**config.mk**
```make
export PLATFORM = sky130hd
export DESIGN_NAME = one_wire_bus_master
export DESIGN_NICKNAME = d
export VERILOG_FILES = /design/src/hw/rtl/owm_pkg.sv /design/src/hw/rtl/owm_step.sv /design/src/hw/rtl/one_wire_bus_master.sv
export SDC_FILE = /design/constraint.sdc
export NUM_CORES = 1
export LEC_CHECK = 0
export BUFFER_PORTS_ARGS = -buffer_cell sky130_fd_sc_hd__buf_2
export CAP_MARGIN = 20
export CORE_ASPECT_RATIO = 0.5
export CORE_MARGIN = 8
export CORE_UTILIZATION = 50
export CTS_BUF_LIST = sky130_fd_sc_hd__clkbuf_2 sky130_fd_sc_hd__clkbuf_4 sky130_fd_sc_hd__clkbuf_8
export CTS_CLUSTER_SIZE = 20
export DETAILED_ROUTE_END_ITERATION = 8
export PLACE_DENSITY = 0.79
export SYNTH_ARGS = -nofsm -noshare
export SYNTH_HDL_FRONTEND = slang
export SYNTH_SLANG_ARGS = --single-unit
```
**constraint.sdc**
```tcl
create_clock -name clk -period 6.6 [get_ports clk]
set_input_delay 0.99 -clock clk [delete_from_list [all_inputs] [get_ports clk]]
set_output_delay 0.99 -clock clk [all_outputs]
set_load 0.005 [all_outputs]
```
**src/hw/rtl/owm_pkg.sv**
```systemverilog
// ----------------------------------------------------------------------------
// owm_pkg
// Shared types, codes and reset values for the one-wire bus master.
// ----------------------------------------------------------------------------
package owm_pkg;

  // command codes carried in the mode field
  localparam logic [2:0] MODE_TICK     = 3'd0;
  localparam logic [2:0] MODE_RESET    = 3'd1;
  localparam logic [2:0] MODE_WRITE    = 3'd2;
  localparam logic [2:0] MODE_READ     = 3'd3;
  localparam logic [2:0] MODE_SKIP_ROM = 3'd4;

  // configuration register indexes
  localparam logic [2:0] REG_RESET_LOW  = 3'd0;
  localparam logic [2:0] REG_SHORT      = 3'd1;
  localparam logic [2:0] REG_LONG       = 3'd2;
  localparam logic [2:0] REG_READ_LOW   = 3'd3;
  localparam logic [2:0] REG_PRES_WIN   = 3'd4;
  localparam logic [2:0] REG_SKIP_CODE  = 3'd5;

  // register reset values
  localparam logic [9:0] RESET_LOW_DEF = 10'd500;
  localparam logic [9:0] SHORT_DEF     = 10'd8;
  localparam logic [9:0] LONG_DEF      = 10'd90;
  localparam logic [9:0] READ_LOW_DEF  = 10'd2;
  localparam logic [9:0] PRES_WIN_DEF  = 10'd80;
  localparam logic [7:0] SKIP_CODE_DEF = 8'hCC;

  typedef enum logic [3:0] {
    PH_IDLE    = 4'd0,
    PH_RST_LOW = 4'd1,
    PH_RST_REL = 4'd2,
    PH_RST_WAT = 4'd3,
    PH_RST_HI  = 4'd4,
    PH_WR_LOW  = 4'd5,
    PH_WR_REL  = 4'd6,
    PH_RD_LOW  = 4'd7,
    PH_RD_REL  = 4'd8,
    PH_RD_SAMP = 4'd9,
    PH_RD_REC  = 4'd10
  } phase_t;

  typedef struct packed {
    logic [9:0] reset_low_us;
    logic [9:0] short_us;
    logic [9:0] long_us;
    logic [9:0] read_low_us;
    logic [9:0] presence_window_us;
    logic [7:0] skip_rom_code;
  } cfg_t;

  typedef struct packed {
    logic [2:0] mode;
    logic [7:0] data_byte;
    logic       line_level;
  } item_t;

  typedef struct packed {
    logic       drive_low;
    logic       busy_res;
    logic       done_res;
    logic       presence;
    logic [7:0] read_data;
  } res_t;

  typedef struct packed {
    phase_t     phase;
    logic [9:0] time_count;
    logic [2:0] bit_count;
    logic [7:0] shift_byte;
    logic       presence_seen;
    logic [2:0] command_held;
    logic [7:0] read_byte;
  } state_t;

  // a zero duration counts as one tick
  function automatic logic [9:0] dur(input logic [9:0] v);
    return (v == 10'd0) ? 10'd1 : v;
  endfunction

endpackage

```
**src/hw/rtl/owm_step.sv**
```systemverilog
// ----------------------------------------------------------------------------
// owm_step
// Next-state and result logic for one microsecond tick of the bus master.
// ----------------------------------------------------------------------------
module owm_step (
  input  owm_pkg::state_t cur_state,
  input  owm_pkg::cfg_t   cfg,
  input  owm_pkg::item_t  item,
  output owm_pkg::state_t state_nxt,
  output owm_pkg::res_t   result
);

  owm_pkg::state_t st;
  logic            fin;
  logic            drive;
  logic            busy;
  logic            rd_end;
  logic            tick_end;
  logic [9:0]      tc_dec;

  always_comb begin
    st       = cur_state;
    fin      = 1'b0;
    drive    = 1'b0;
    busy     = 1'b0;
    rd_end   = 1'b0;
    tick_end = 1'b0;
    tc_dec   = 10'd0;

    // command start, same tick
    if (st.phase == owm_pkg::PH_IDLE) begin
      case (item.mode)
        owm_pkg::MODE_RESET, owm_pkg::MODE_SKIP_ROM: begin
          st.command_held  = item.mode;
          st.presence_seen = 1'b0;
          st.phase         = owm_pkg::PH_RST_LOW;
          st.time_count    = owm_pkg::dur(cfg.reset_low_us);
        end
        owm_pkg::MODE_WRITE: begin
          st.command_held = item.mode;
          st.shift_byte   = item.data_byte;
          st.bit_count    = 3'd0;
          st.phase        = owm_pkg::PH_WR_LOW;
          st.time_count   = item.data_byte[0] ? owm_pkg::dur(cfg.short_us)
                                              : owm_pkg::dur(cfg.long_us);
        end
        owm_pkg::MODE_READ: begin
          st.command_held = item.mode;
          st.shift_byte   = 8'd0;
          st.bit_count    = 3'd0;
          st.phase        = owm_pkg::PH_RD_LOW;
          st.time_count   = owm_pkg::dur(cfg.read_low_us);
        end
        default: ;
      endcase
    end

    if (st.phase != owm_pkg::PH_IDLE) begin
      busy     = 1'b1;
      tick_end = (st.time_count <= 10'd1);
      tc_dec   = tick_end ? 10'd0 : st.time_count - 10'd1;
      case (st.phase)
        owm_pkg::PH_RST_LOW: begin
          drive = 1'b1;
          if (tick_end) begin
            st.phase      = owm_pkg::PH_RST_REL;
            st.time_count = owm_pkg::dur(cfg.short_us);
          end else begin
            st.time_count = tc_dec;
          end
        end
        owm_pkg::PH_RST_REL: begin
          if (tick_end) begin
            st.phase      = owm_pkg::PH_RST_WAT;
            st.time_count = owm_pkg::dur(cfg.presence_window_us);
          end else begin
            st.time_count = tc_dec;
          end
        end
        owm_pkg::PH_RST_WAT: begin
          if (!item.line_level) begin
            st.presence_seen = 1'b1;
            st.phase         = owm_pkg::PH_RST_HI;
          end else begin
            st.time_count = tc_dec;
            if (tick_end) begin
              st.presence_seen = 1'b0;
              fin              = 1'b1;
            end
          end
        end
        owm_pkg::PH_RST_HI: begin
          if (item.line_level) begin
            if (st.command_held == owm_pkg::MODE_SKIP_ROM) begin
              st.shift_byte = cfg.skip_rom_code;
              st.bit_count  = 3'd0;
              st.phase      = owm_pkg::PH_WR_LOW;
              st.time_count = cfg.skip_rom_code[0] ? owm_pkg::dur(cfg.short_us)
                                                   : owm_pkg::dur(cfg.long_us);
            end else begin
              fin = 1'b1;
            end
          end
        end
        owm_pkg::PH_WR_LOW: begin
          drive = 1'b1;
          if (tick_end) begin
            st.phase      = owm_pkg::PH_WR_REL;
            st.time_count = st.shift_byte[0] ? owm_pkg::dur(cfg.long_us)
                                             : owm_pkg::dur(cfg.short_us);
          end else begin
            st.time_count = tc_dec;
          end
        end
        owm_pkg::PH_WR_REL: begin
          st.time_count = tc_dec;
          if (tick_end) begin
            st.shift_byte = {1'b0, st.shift_byte[7:1]};
            if (st.bit_count == 3'd7) begin
              fin = 1'b1;
            end else begin
              st.bit_count  = st.bit_count + 3'd1;
              st.phase      = owm_pkg::PH_WR_LOW;
              st.time_count = st.shift_byte[0] ? owm_pkg::dur(cfg.short_us)
                                               : owm_pkg::dur(cfg.long_us);
            end
          end
        end
        owm_pkg::PH_RD_LOW: begin
          drive = 1'b1;
          if (tick_end) begin
            st.phase      = owm_pkg::PH_RD_REL;
            st.time_count = owm_pkg::dur(cfg.short_us);
          end else begin
            st.time_count = tc_dec;
          end
        end
        owm_pkg::PH_RD_REL: begin
          st.time_count = tc_dec;
          if (tick_end) begin
            st.phase = owm_pkg::PH_RD_SAMP;
          end
        end
        owm_pkg::PH_RD_SAMP: begin
          st.shift_byte = {item.line_level, st.shift_byte[7:1]};
          st.time_count = owm_pkg::dur(cfg.long_us) - 10'd1;
          if (st.time_count == 10'd0) begin
            rd_end = 1'b1;
          end else begin
            st.phase = owm_pkg::PH_RD_REC;
          end
        end
        owm_pkg::PH_RD_REC: begin
          st.time_count = tc_dec;
          if (tick_end) begin
            rd_end = 1'b1;
          end
        end
        default: begin
          st.phase      = owm_pkg::PH_IDLE;
          st.time_count = 10'd0;
          busy          = 1'b0;
        end
      endcase
    end

    // end of one read slot
    if (rd_end) begin
      if (st.bit_count == 3'd7) begin
        st.read_byte = st.shift_byte;
        fin          = 1'b1;
      end else begin
        st.bit_count  = st.bit_count + 3'd1;
        st.phase      = owm_pkg::PH_RD_LOW;
        st.time_count = owm_pkg::dur(cfg.read_low_us);
      end
    end

    if (fin) begin
      st.phase      = owm_pkg::PH_IDLE;
      st.time_count = 10'd0;
      busy          = 1'b0;
    end
  end

  assign state_nxt        = st;
  assign result.drive_low = drive;
  assign result.busy_res  = busy;
  assign result.done_res  = fin;
  assign result.presence  = st.presence_seen;
  assign result.read_data = st.read_byte;

endmodule

```
**src/hw/rtl/one_wire_bus_master.sv**
```systemverilog
// ----------------------------------------------------------------------------
// one_wire_bus_master
// One-wire bus master stepped by one microsecond tick per stream transfer.
// ----------------------------------------------------------------------------
// Each input transfer is one microsecond tick: it carries the sampled line
// level and, while the master is idle, a command (bus reset with presence
// detect, write byte, read byte, or skip-ROM, which is a reset followed by
// the skip-ROM byte when a presence pulse was seen). Every input transfer
// yields exactly one output transfer with the line drive for that tick,
// busy, done (on tlast), the latest presence flag and the latest read byte.
// The block takes one tick per clock cycle unless out_tready holds the output
// back. A tick passes the input register, the combinational phase step and
// the output register before its result is presented on the output. Bytes go
// LSB first with short/long slot timing set by the configuration registers;
// a timing register written as zero counts as one. Configuration should be
// written only while no command is running and no tick is in flight.
module one_wire_bus_master (
  input  logic        clk,
  input  logic        rst_n,
  // input ticks
  input  logic        in_tvalid,
  output logic        in_tready,
  input  logic [15:0] in_tdata,   // [7:0] data_byte, [8] line_level, rest zero
  input  logic [2:0]  in_tuser,   // [2:0] mode
  // results
  output logic        out_tvalid,
  input  logic        out_tready,
  output logic [15:0] out_tdata,  // [0] drive_low, [1] busy_res, [2] presence,
                                  // [10:3] read_data, rest zero
  output logic        out_tlast,  // done_res: last tick of a command
  // configuration writes
  input  logic        cfg_valid,
  output logic        cfg_ready,
  input  logic [2:0]  cfg_index,
  input  logic [9:0]  cfg_data
);

  // configuration registers
  owm_pkg::cfg_t   cfg_r;

  // input register
  logic            in_valid_r;
  owm_pkg::item_t  in_item_r;

  // bus master state
  owm_pkg::state_t state_r;
  owm_pkg::state_t state_nxt;
  owm_pkg::res_t   res_nxt;

  // output register
  logic            out_valid_r;
  owm_pkg::res_t   out_res_r;

  logic            advance;

  // output stage can take a new result when empty or being drained
  assign advance   = !out_valid_r || out_tready;
  assign in_tready = !in_valid_r || advance;
  assign cfg_ready = 1'b1;

  // configuration writes, indexes past the list are dropped
  always_ff @(posedge clk) begin
    if (!rst_n) begin
      cfg_r.reset_low_us       <= owm_pkg::RESET_LOW_DEF;
      cfg_r.short_us           <= owm_pkg::SHORT_DEF;
      cfg_r.long_us            <= owm_pkg::LONG_DEF;
      cfg_r.read_low_us        <= owm_pkg::READ_LOW_DEF;
      cfg_r.presence_window_us <= owm_pkg::PRES_WIN_DEF;
      cfg_r.skip_rom_code      <= owm_pkg::SKIP_CODE_DEF;
    end else if (cfg_valid) begin
      case (cfg_index)
        owm_pkg::REG_RESET_LOW: cfg_r.reset_low_us       <= cfg_data;
        owm_pkg::REG_SHORT:     cfg_r.short_us           <= cfg_data;
        owm_pkg::REG_LONG:      cfg_r.long_us            <= cfg_data;
        owm_pkg::REG_READ_LOW:  cfg_r.read_low_us        <= cfg_data;
        owm_pkg::REG_PRES_WIN:  cfg_r.presence_window_us <= cfg_data;
        owm_pkg::REG_SKIP_CODE: cfg_r.skip_rom_code      <= cfg_data[7:0];
        default: ;
      endcase
    end
  end

  // input register control
  always_ff @(posedge clk) begin
    if (!rst_n) begin
      in_valid_r <= 1'b0;
    end else if (in_tready) begin
      in_valid_r <= in_tvalid;
    end
  end

  // input payload, loaded on every transfer
  always_ff @(posedge clk) begin
    if (in_tvalid && in_tready) begin
      in_item_r.mode       <= in_tuser;
      in_item_r.data_byte  <= in_tdata[7:0];
      in_item_r.line_level <= in_tdata[8];
    end
  end

  // one tick of the phase sequencer
  owm_step u_step (
    .cur_state (state_r),
    .cfg       (cfg_r),
    .item      (in_item_r),
    .state_nxt (state_nxt),
    .result    (res_nxt)
  );

  // state advances only when the tick moves on to the output register
  always_ff @(posedge clk) begin
    if (!rst_n) begin
      state_r.phase         <= owm_pkg::PH_IDLE;
      state_r.time_count    <= 10'd0;
      state_r.bit_count     <= 3'd0;
      state_r.shift_byte    <= 8'd0;
      state_r.presence_seen <= 1'b0;
      state_r.command_held  <= owm_pkg::MODE_TICK;
      state_r.read_byte     <= 8'd0;
    end else if (in_valid_r && advance) begin
      state_r <= state_nxt;
    end
  end

  // output register control
  always_ff @(posedge clk) begin
    if (!rst_n) begin
      out_valid_r <= 1'b0;
    end else if (advance) begin
      out_valid_r <= in_valid_r;
    end
  end

  // output payload
  always_ff @(posedge clk) begin
    if (in_valid_r && advance) begin
      out_res_r <= res_nxt;
    end
  end

  assign out_tvalid = out_valid_r;
  assign out_tlast  = out_res_r.done_res;
  assign out_tdata  = {5'd0, out_res_r.read_data, out_res_r.presence,
                       out_res_r.busy_res, out_res_r.drive_low};

  // a finished command is never reported as still busy
  a_done_not_busy: assert property (@(posedge clk) disable iff (!rst_n)
    out_tvalid && out_tlast |-> !out_tdata[1])
    else $error("done and busy together");

  // the line is only pulled low while a command runs
  a_drive_in_cmd: assert property (@(posedge clk) disable iff (!rst_n)
    out_tvalid && out_tdata[0] |-> out_tdata[1])
    else $error("line driven outside a command");

  // an idle sequencer holds no pending time count
  a_idle_count: assert property (@(posedge clk) disable iff (!rst_n)
    state_r.phase == owm_pkg::PH_IDLE |-> state_r.time_count == 10'd0)
    else $error("time count left over in idle");

  // a tick held in the input register waits while the output is stalled
  a_hold_tick: assert property (@(posedge clk) disable iff (!rst_n)
    in_valid_r && !advance |=> in_valid_r && $stable(state_r))
    else $error("tick lost or state moved during stall");

endmodule
```
After elaboration in Yosys (flattened, before gate mapping)

Index checks and enable logic that the tools add are counted.

Register bits after elaboration: 121
Input bits: 37
Output and inout port bits: 20
Word-level logic and storage cells: 137

Add/subtract/negate cells: 4
Magnitude comparators: 1
Eq/ne operators: 22
Mux-type cells: 58
Bitwise logic cells: 1
Reductions and logical operators: 28

Operators with widths:

| kind                                                  | count |
|---|---|
| two-way mux 10 bit                                    | 14 |
| case mux 10 bit (8 select lines)                      | 1 |
| two-way mux 25 bit                                    | 3 |
| logical NOT 10 bit                                    | 6 |
| two-way mux 17 bit                                    | 3 |
| case mux 14 bit (3 select lines)                      | 1 |
| case mux 4 bit (10 select lines)                      | 1 |
| two-way mux 29 bit                                    | 1 |
| two-way mux 4 bit                                     | 7 |
| two-way mux 26 bit                                    | 1 |
| case mux 8 bit (3 select lines)                       | 1 |
| case mux 11 bit (2 select lines)                      | 1 |
| subtractor 10 x 1 -> 10 bit (second input constant)   | 2 |
| == test 3 bit (second input constant)                 | 6 |
| two-way mux 1 bit                                     | 17 |
| == test 4 x 3 -> 1 bit (second input constant)        | 4 |
| two-way mux 8 bit                                     | 2 |
| two-way mux 14 bit                                    | 1 |
| == test 3 x 2 -> 1 bit (second input constant)        | 4 |
| == test 4 bit (second input constant)                 | 3 |
| AND reduction 2 bit                                   | 6 |
| <= comparator 10 x 1 -> 1 bit (second input constant) | 1 |
| OR reduction 10 bit                                   | 1 |
| == test 4 x 2 -> 1 bit (second input constant)        | 2 |
| other kinds (17)                                      | 25 |

Longest topological paths before layout

Depth in word-level cells: 15
Gate-level depth with buffers: 24
Mapped depth without buffers: 17

Hierarchy

Synthesis repeated with hierarchy kept, for this count alone.

Cell total of the unflattened synthesis: 965
Area total of the unflattened synthesis: 7,918.8 µm²

By module, submodules not included:

| module              | times used | cells each | area each (µm²) | sequential area each (µm²) |
|---|---|---|---|---|
| one_wire_bus_master | 1          | 409        | 4,279.1         | 2,662.6 |
| owm_step            | 1          | 556        | 3,639.7         | 0.0 |

Worst setup path after synthesis

No wires, ideal clock.

Path type: reg2reg
Start point: register state_r[33] in the netlist's numbering
End point: register state_r[24] in the netlist's numbering
Library setup time: 128 ps
Data arrival time: 4,721 ps
Required time: 6,472 ps
Path slack: 1,750 ps
Stages on the path, launching flop included: 22
Path buffers: 5
Clock period less this slack: 4,850 ps
Cells stage by stage: dfxtp_1 -> or4_1 -> clkbuf_1 -> a31o_2 -> o32a_1 -> inv_1 -> ha_1 -> buf_1 -> nor2_1 -> or4_1 -> buf_2 -> or3_1 -> mux2i_1 -> o2bb2ai_1 -> ha_1 -> o211ai_1 -> a211o_1 -> buf_2 -> and2_1 -> buf_2 -> a32oi_1 -> o31ai_1

Cells in the longest elaborated chain, start to end: 11
Elaborated cells between the ends (all ways): 51
Those cells by class: 2 x add/sub; 1 x order compare; 13 x eq/ne; 31 x mux; 4 x reduce/logical

RTL lines:

| item                                                                   | RTL line                        | source |
|---|---|---|
| start: declaration                                                     | one_wire_bus_master.sv:46       | `owm_pkg::state_t state_r;` |
| start signal: assignment                                               | one_wire_bus_master.sv:121      | `state_r <= state_nxt;` |
| logical NOT 4 bit                                                      | owm_step.sv:31                  | `if (st.phase == owm_pkg::PH_IDLE) begin` |
| two-way mux 29 bit (*)                                                 | owm_step.sv:31                  |  |
| subtractor 10 x 1 -> 10 bit (tied with other cells)                    | owm_step.sv:61                  | `tc_dec = tick_end ? 10'd0 : st.time_count - 10'd1;` |
| two-way mux 10 bit (tied with other cells)                             | owm_step.sv:61                  |  |
| two-way mux 17 bit (tied with other cells)                             | owm_step.sv:119                 | `if (st.bit_count == 3'd7) begin` |
| two-way mux 25 bit or case mux 3 bit (2 select lines) (tied branches)  | owm_step.sv:117, owm_step.sv:62 |  |
| case mux 10 bit (8 select lines) or two-way mux 26 bit (tied branches) | owm_step.sv:62, owm_step.sv:58  |  |
| two-way mux 26 bit or == test 3 bit (tied branches)                    | owm_step.sv:58, owm_step.sv:169 |  |
| two-way mux 17 bit or two-way mux 1 bit (tied branches)                | owm_step.sv:169                 | `if (st.bit_count == 3'd7) begin` |
| two-way mux 17 bit or two-way mux 1 bit (tied branches)                | owm_step.sv:168                 | `if (rd_end) begin` |
| two-way mux 14 bit (*)                                                 | owm_step.sv:179                 | `if (fin) begin` |

Every way passes the cells marked *; elsewhere a longest branch is shown, timed or not.
A chain may end at the register's enable or synchronous reset.

Worst setup path in the final report

Start point: register state_r[34] in the netlist's numbering
End point: register state_r[0] in the netlist's numbering

Cells in the longest elaborated chain, start to end: 10
Elaborated cells between the ends (all ways): 25
Those cells by class: 1 x add/sub; 1 x order compare; 7 x eq/ne; 14 x mux; 2 x reduce/logical

RTL lines:

| item                                                                  | RTL line |
|---|---|
| logical NOT 4 bit                                                     | owm_step.sv:31 |
| two-way mux 29 bit (*)                                                | owm_step.sv:31 |
| branches (longest 7 deep; another with <= comparator 10 x 1 -> 1 bit) | -- |
| two-way mux 8 bit (*)                                                 | owm_step.sv:168 |

Mark *: on every way between the ends.

==> metrics.md <==
| Metric | Value |
|---|---|
| Worst R2R Start | state_r[34] |
| Die Area | 18900 um2 |
| Pwr/cell area | 242 nW/um2 |
| RR Endpoint | state_r[0] |
| Final wirelength | 26100 um |
| Worst r2r path cells | 16 |
| Area of the multi-input gates | 4230 um2 |
| Prevailing post-synth register cell | dfxtp_1 |
| CP max FO | 22 |
| Arrival time worst endpoint | 5.96 ns |
| Synth Register Bits | 121 |
| Worst-path clk slew | 0.10 ns |
| Postcts setup bufs | 0 |
| Initial antenna violation count | 0 |
| Longest Clk Path Bufs | 2 |
| Total CTS buffers | 17 |
| Commonest non-fill, non-tap cell in the layout | nand2_1 |
| Vias in the first global route | 6841 |
| Clock Latency Late Sink | 0.45 ns |
| TNS Setup | 0 ns |
| Hold_buf cts | 0 |
| Crit path from | state_r[34] |
| WP data required | 6.96 ns |
| Critical Path Sink Type | flop |
| Post-route cell area | 7940 um2 |
| Final setup viols | 0 |
| DRT Pass-1 Iters | 8 |
| R2R Setup Slk | 1.00 ns |
| Critical Path Source Type | flop |
| Row count | 31 |
| Fillers | 1390 |
| Gate Count Post-Synth | 927 |
| Max Clk Rate | 0.179 GHz |
| Post-cts gate resize count | 0 |
| Slew headroom | 31.4% |
| # IOs | 57 |
| Sequential area share after synthesis | 36.5% |
| Setup Skew | 0.0252 ns |
| Layout cells sized above 1 | 13.0% |
| Slew Viols, Final | 0 |
| GPL Wtd Cong | 1.01 |
| Final Cycle Share | 84.8% |
| Setup crit end | state_r[0] |
| YS warnings | 0 |
| Initial core utilization | 50.8% |
| Total core area | 14400 um2 |
| RSZ-0062 raised after global routing | false |
| Max capacitance violation total | 0 |
| Syn avg cell area | 7.87 um2 |
| Routed Antenna Nets | 0 |
| Clock root buffer | clkbuf_8 |
| Distinct cell type count after synthesis | 84 |
| Leakage Power | 0.00285 uW |
| Clock sinks | 121 |
| CTS H-tree depth | 4 |
| Gr ovfl total | 0 |
| Vias | 7588 |
| Tightest Hold Check Type | flop to flop |
| DR vias/cell | 6.63 |
| Syn Std Cell Area | 7300 um2 |
| DRC | 0 |
| Synth async-reset ratio | 0% |
| EDFF count, synth | 24 |
| DIE HEIGHT | 101 um |
| Post-DP HPWL | 19000 um |
| Die X-Extent | 187 um |
| Status | finished, final reports clean |
| Crit path kind | flop to flop |
| Most frequent cells in the layout | 196 x nand2_1, 97 x dfxtp_1, 75 x a21oi_1 |
| CTS tree | done |
| Port Buffers | 43 |
| Overall Global Routing Usage | 27.1% |
| Tmin final | 5.60 ns |
| Worst-margin pin slew | 1.02 ns |
| Nets | 977 |
| Final hold violations | 0 |
| WL/cell | 22.8 um |
| VDD IR max | 0.121 mV |
| Dpl cell area | 7540 um2 |
| Global-route wire length before repair | 40100 um |
| Antenna diodes | 0 |
| DRT iter0 DRCs | 1049 |
| Largest net degree at the start of global routing | 52 |
| Layout area overhead | 8.83% |
| Sequential cell area | 2660 um2 |
-- synthesized netlist by cell type, drive strengths merged (14+ instances only) --
cell,count,area [um2]
mux2i,21,210
clkbuf,47,176
nand3,37,198
dfxtp,97,1940
inv,14,52.6
a31oi,22,144
nor3,20,100
nand2,196,736
buf,29,184
o21ai,61,309
a21oi,76,384
edfxtp,24,721
nor2,53,209
-- through the flow --
stage                     utilization (%)  setup WS (ns)  hold slack [ns]  instances  total power (uW)
after detailed placement             52.5           1.14            0.463       1113              1220
final                                55.3           1.00            0.473       1145              1920
after global routing                 55.3          0.694            0.496       1145              1980
after CTS                            55.3           1.10            0.474       1145              1910
after floorplan                         -           1.75            0.436        931              1100
after global placement               52.5           1.22            0.456       1113              1210
-- worst max-delay path: stages, from the launching register on --
cell and delay [ns]:
dfxtp_1 0.56, or4_1 0.77, a31o_2 0.29, o32a_1 0.40
inv_1 0.09, ha_1 0.31, nor2_1 0.13, or4_1 0.61
or3_1 0.41, mux2i_1 0.13, o2bb2ai_1 0.23, ha_1 0.27
o211ai_1 0.13, a211o_1 0.41, nor2_2 0.42, nor2_1 0.08
a211oi_1 0.24
-- worst min path at each step --
stage	from	endpoint	slack, ns	depth (start not counted)
after detailed placement	cfg_r[38]	cfg_r[38]	0.46	2
after global routing	cfg_r[38]	cfg_r[38]	0.50	2
after floorplan	cfg_r[38]	cfg_r[38]	0.44	2
after global placement	state_r[32]	state_r[32]	0.46	2
final	cfg_r[38]	cfg_r[38]	0.47	2
after CTS	cfg_r[38]	cfg_r[38]	0.47	2
-- report_power, final --
part / internal (uW) / switching (uW) / total, uW
combinational: 133 / 265 / 398
sequential: 783 / 37.4 / 820
clock: 344 / 362 / 706
-- per-layer routing --
layer / part of all wire, % / GRT usage [%] / vias to the layer above / routed length (um)
li1: - / - / 3418 / -
met1: 45 / 38.7 / 3629 / 11800
met2: 41 / 39.7 / 478 / 10600
met3: 11 / 6.22 / 63 / 2940
met4: 2.6 / 8.91 / 0 / 665
met5: 0 / 0 / - / 0
-- sequential cells by signal, summed over array words and instances (netlist names) --
signal / flops
cfg_r: 58
in_item_r: 12
in_valid_r: 1
out_tdata: 11
out_tlast: 1
out_tvalid: 1
state_r: 37
-- final cells by class --
| class | instances | share of cell area, % |
|---|---|---|
| clock inverter | 15 | 2.08 |
| sequential | 121 | 33.5 |
| timing repair buffer | 60 | 4.32 |
| multi-input combinational | 719 | 53.3 |
| tap | 198 | 3.12 |
| inverter | 15 | 0.709 |
| clock buffer | 17 | 2.95 |
-- cells by family (layout without fill, tap and decap cells) --
family	Yosys count	after routing	share of synthesized area, %
flops	121	121	36.5
simple gates	389	389	25.4
buf+inv	91	107	5.71
other cells	2	6	0.103
compound gates	284	284	26.7
mux	24	24	3.34
fa+ha+maj	6	6	1.03
xor+xnor	10	10	1.20
No activity file was read; power rests on OpenSTA's default activity.
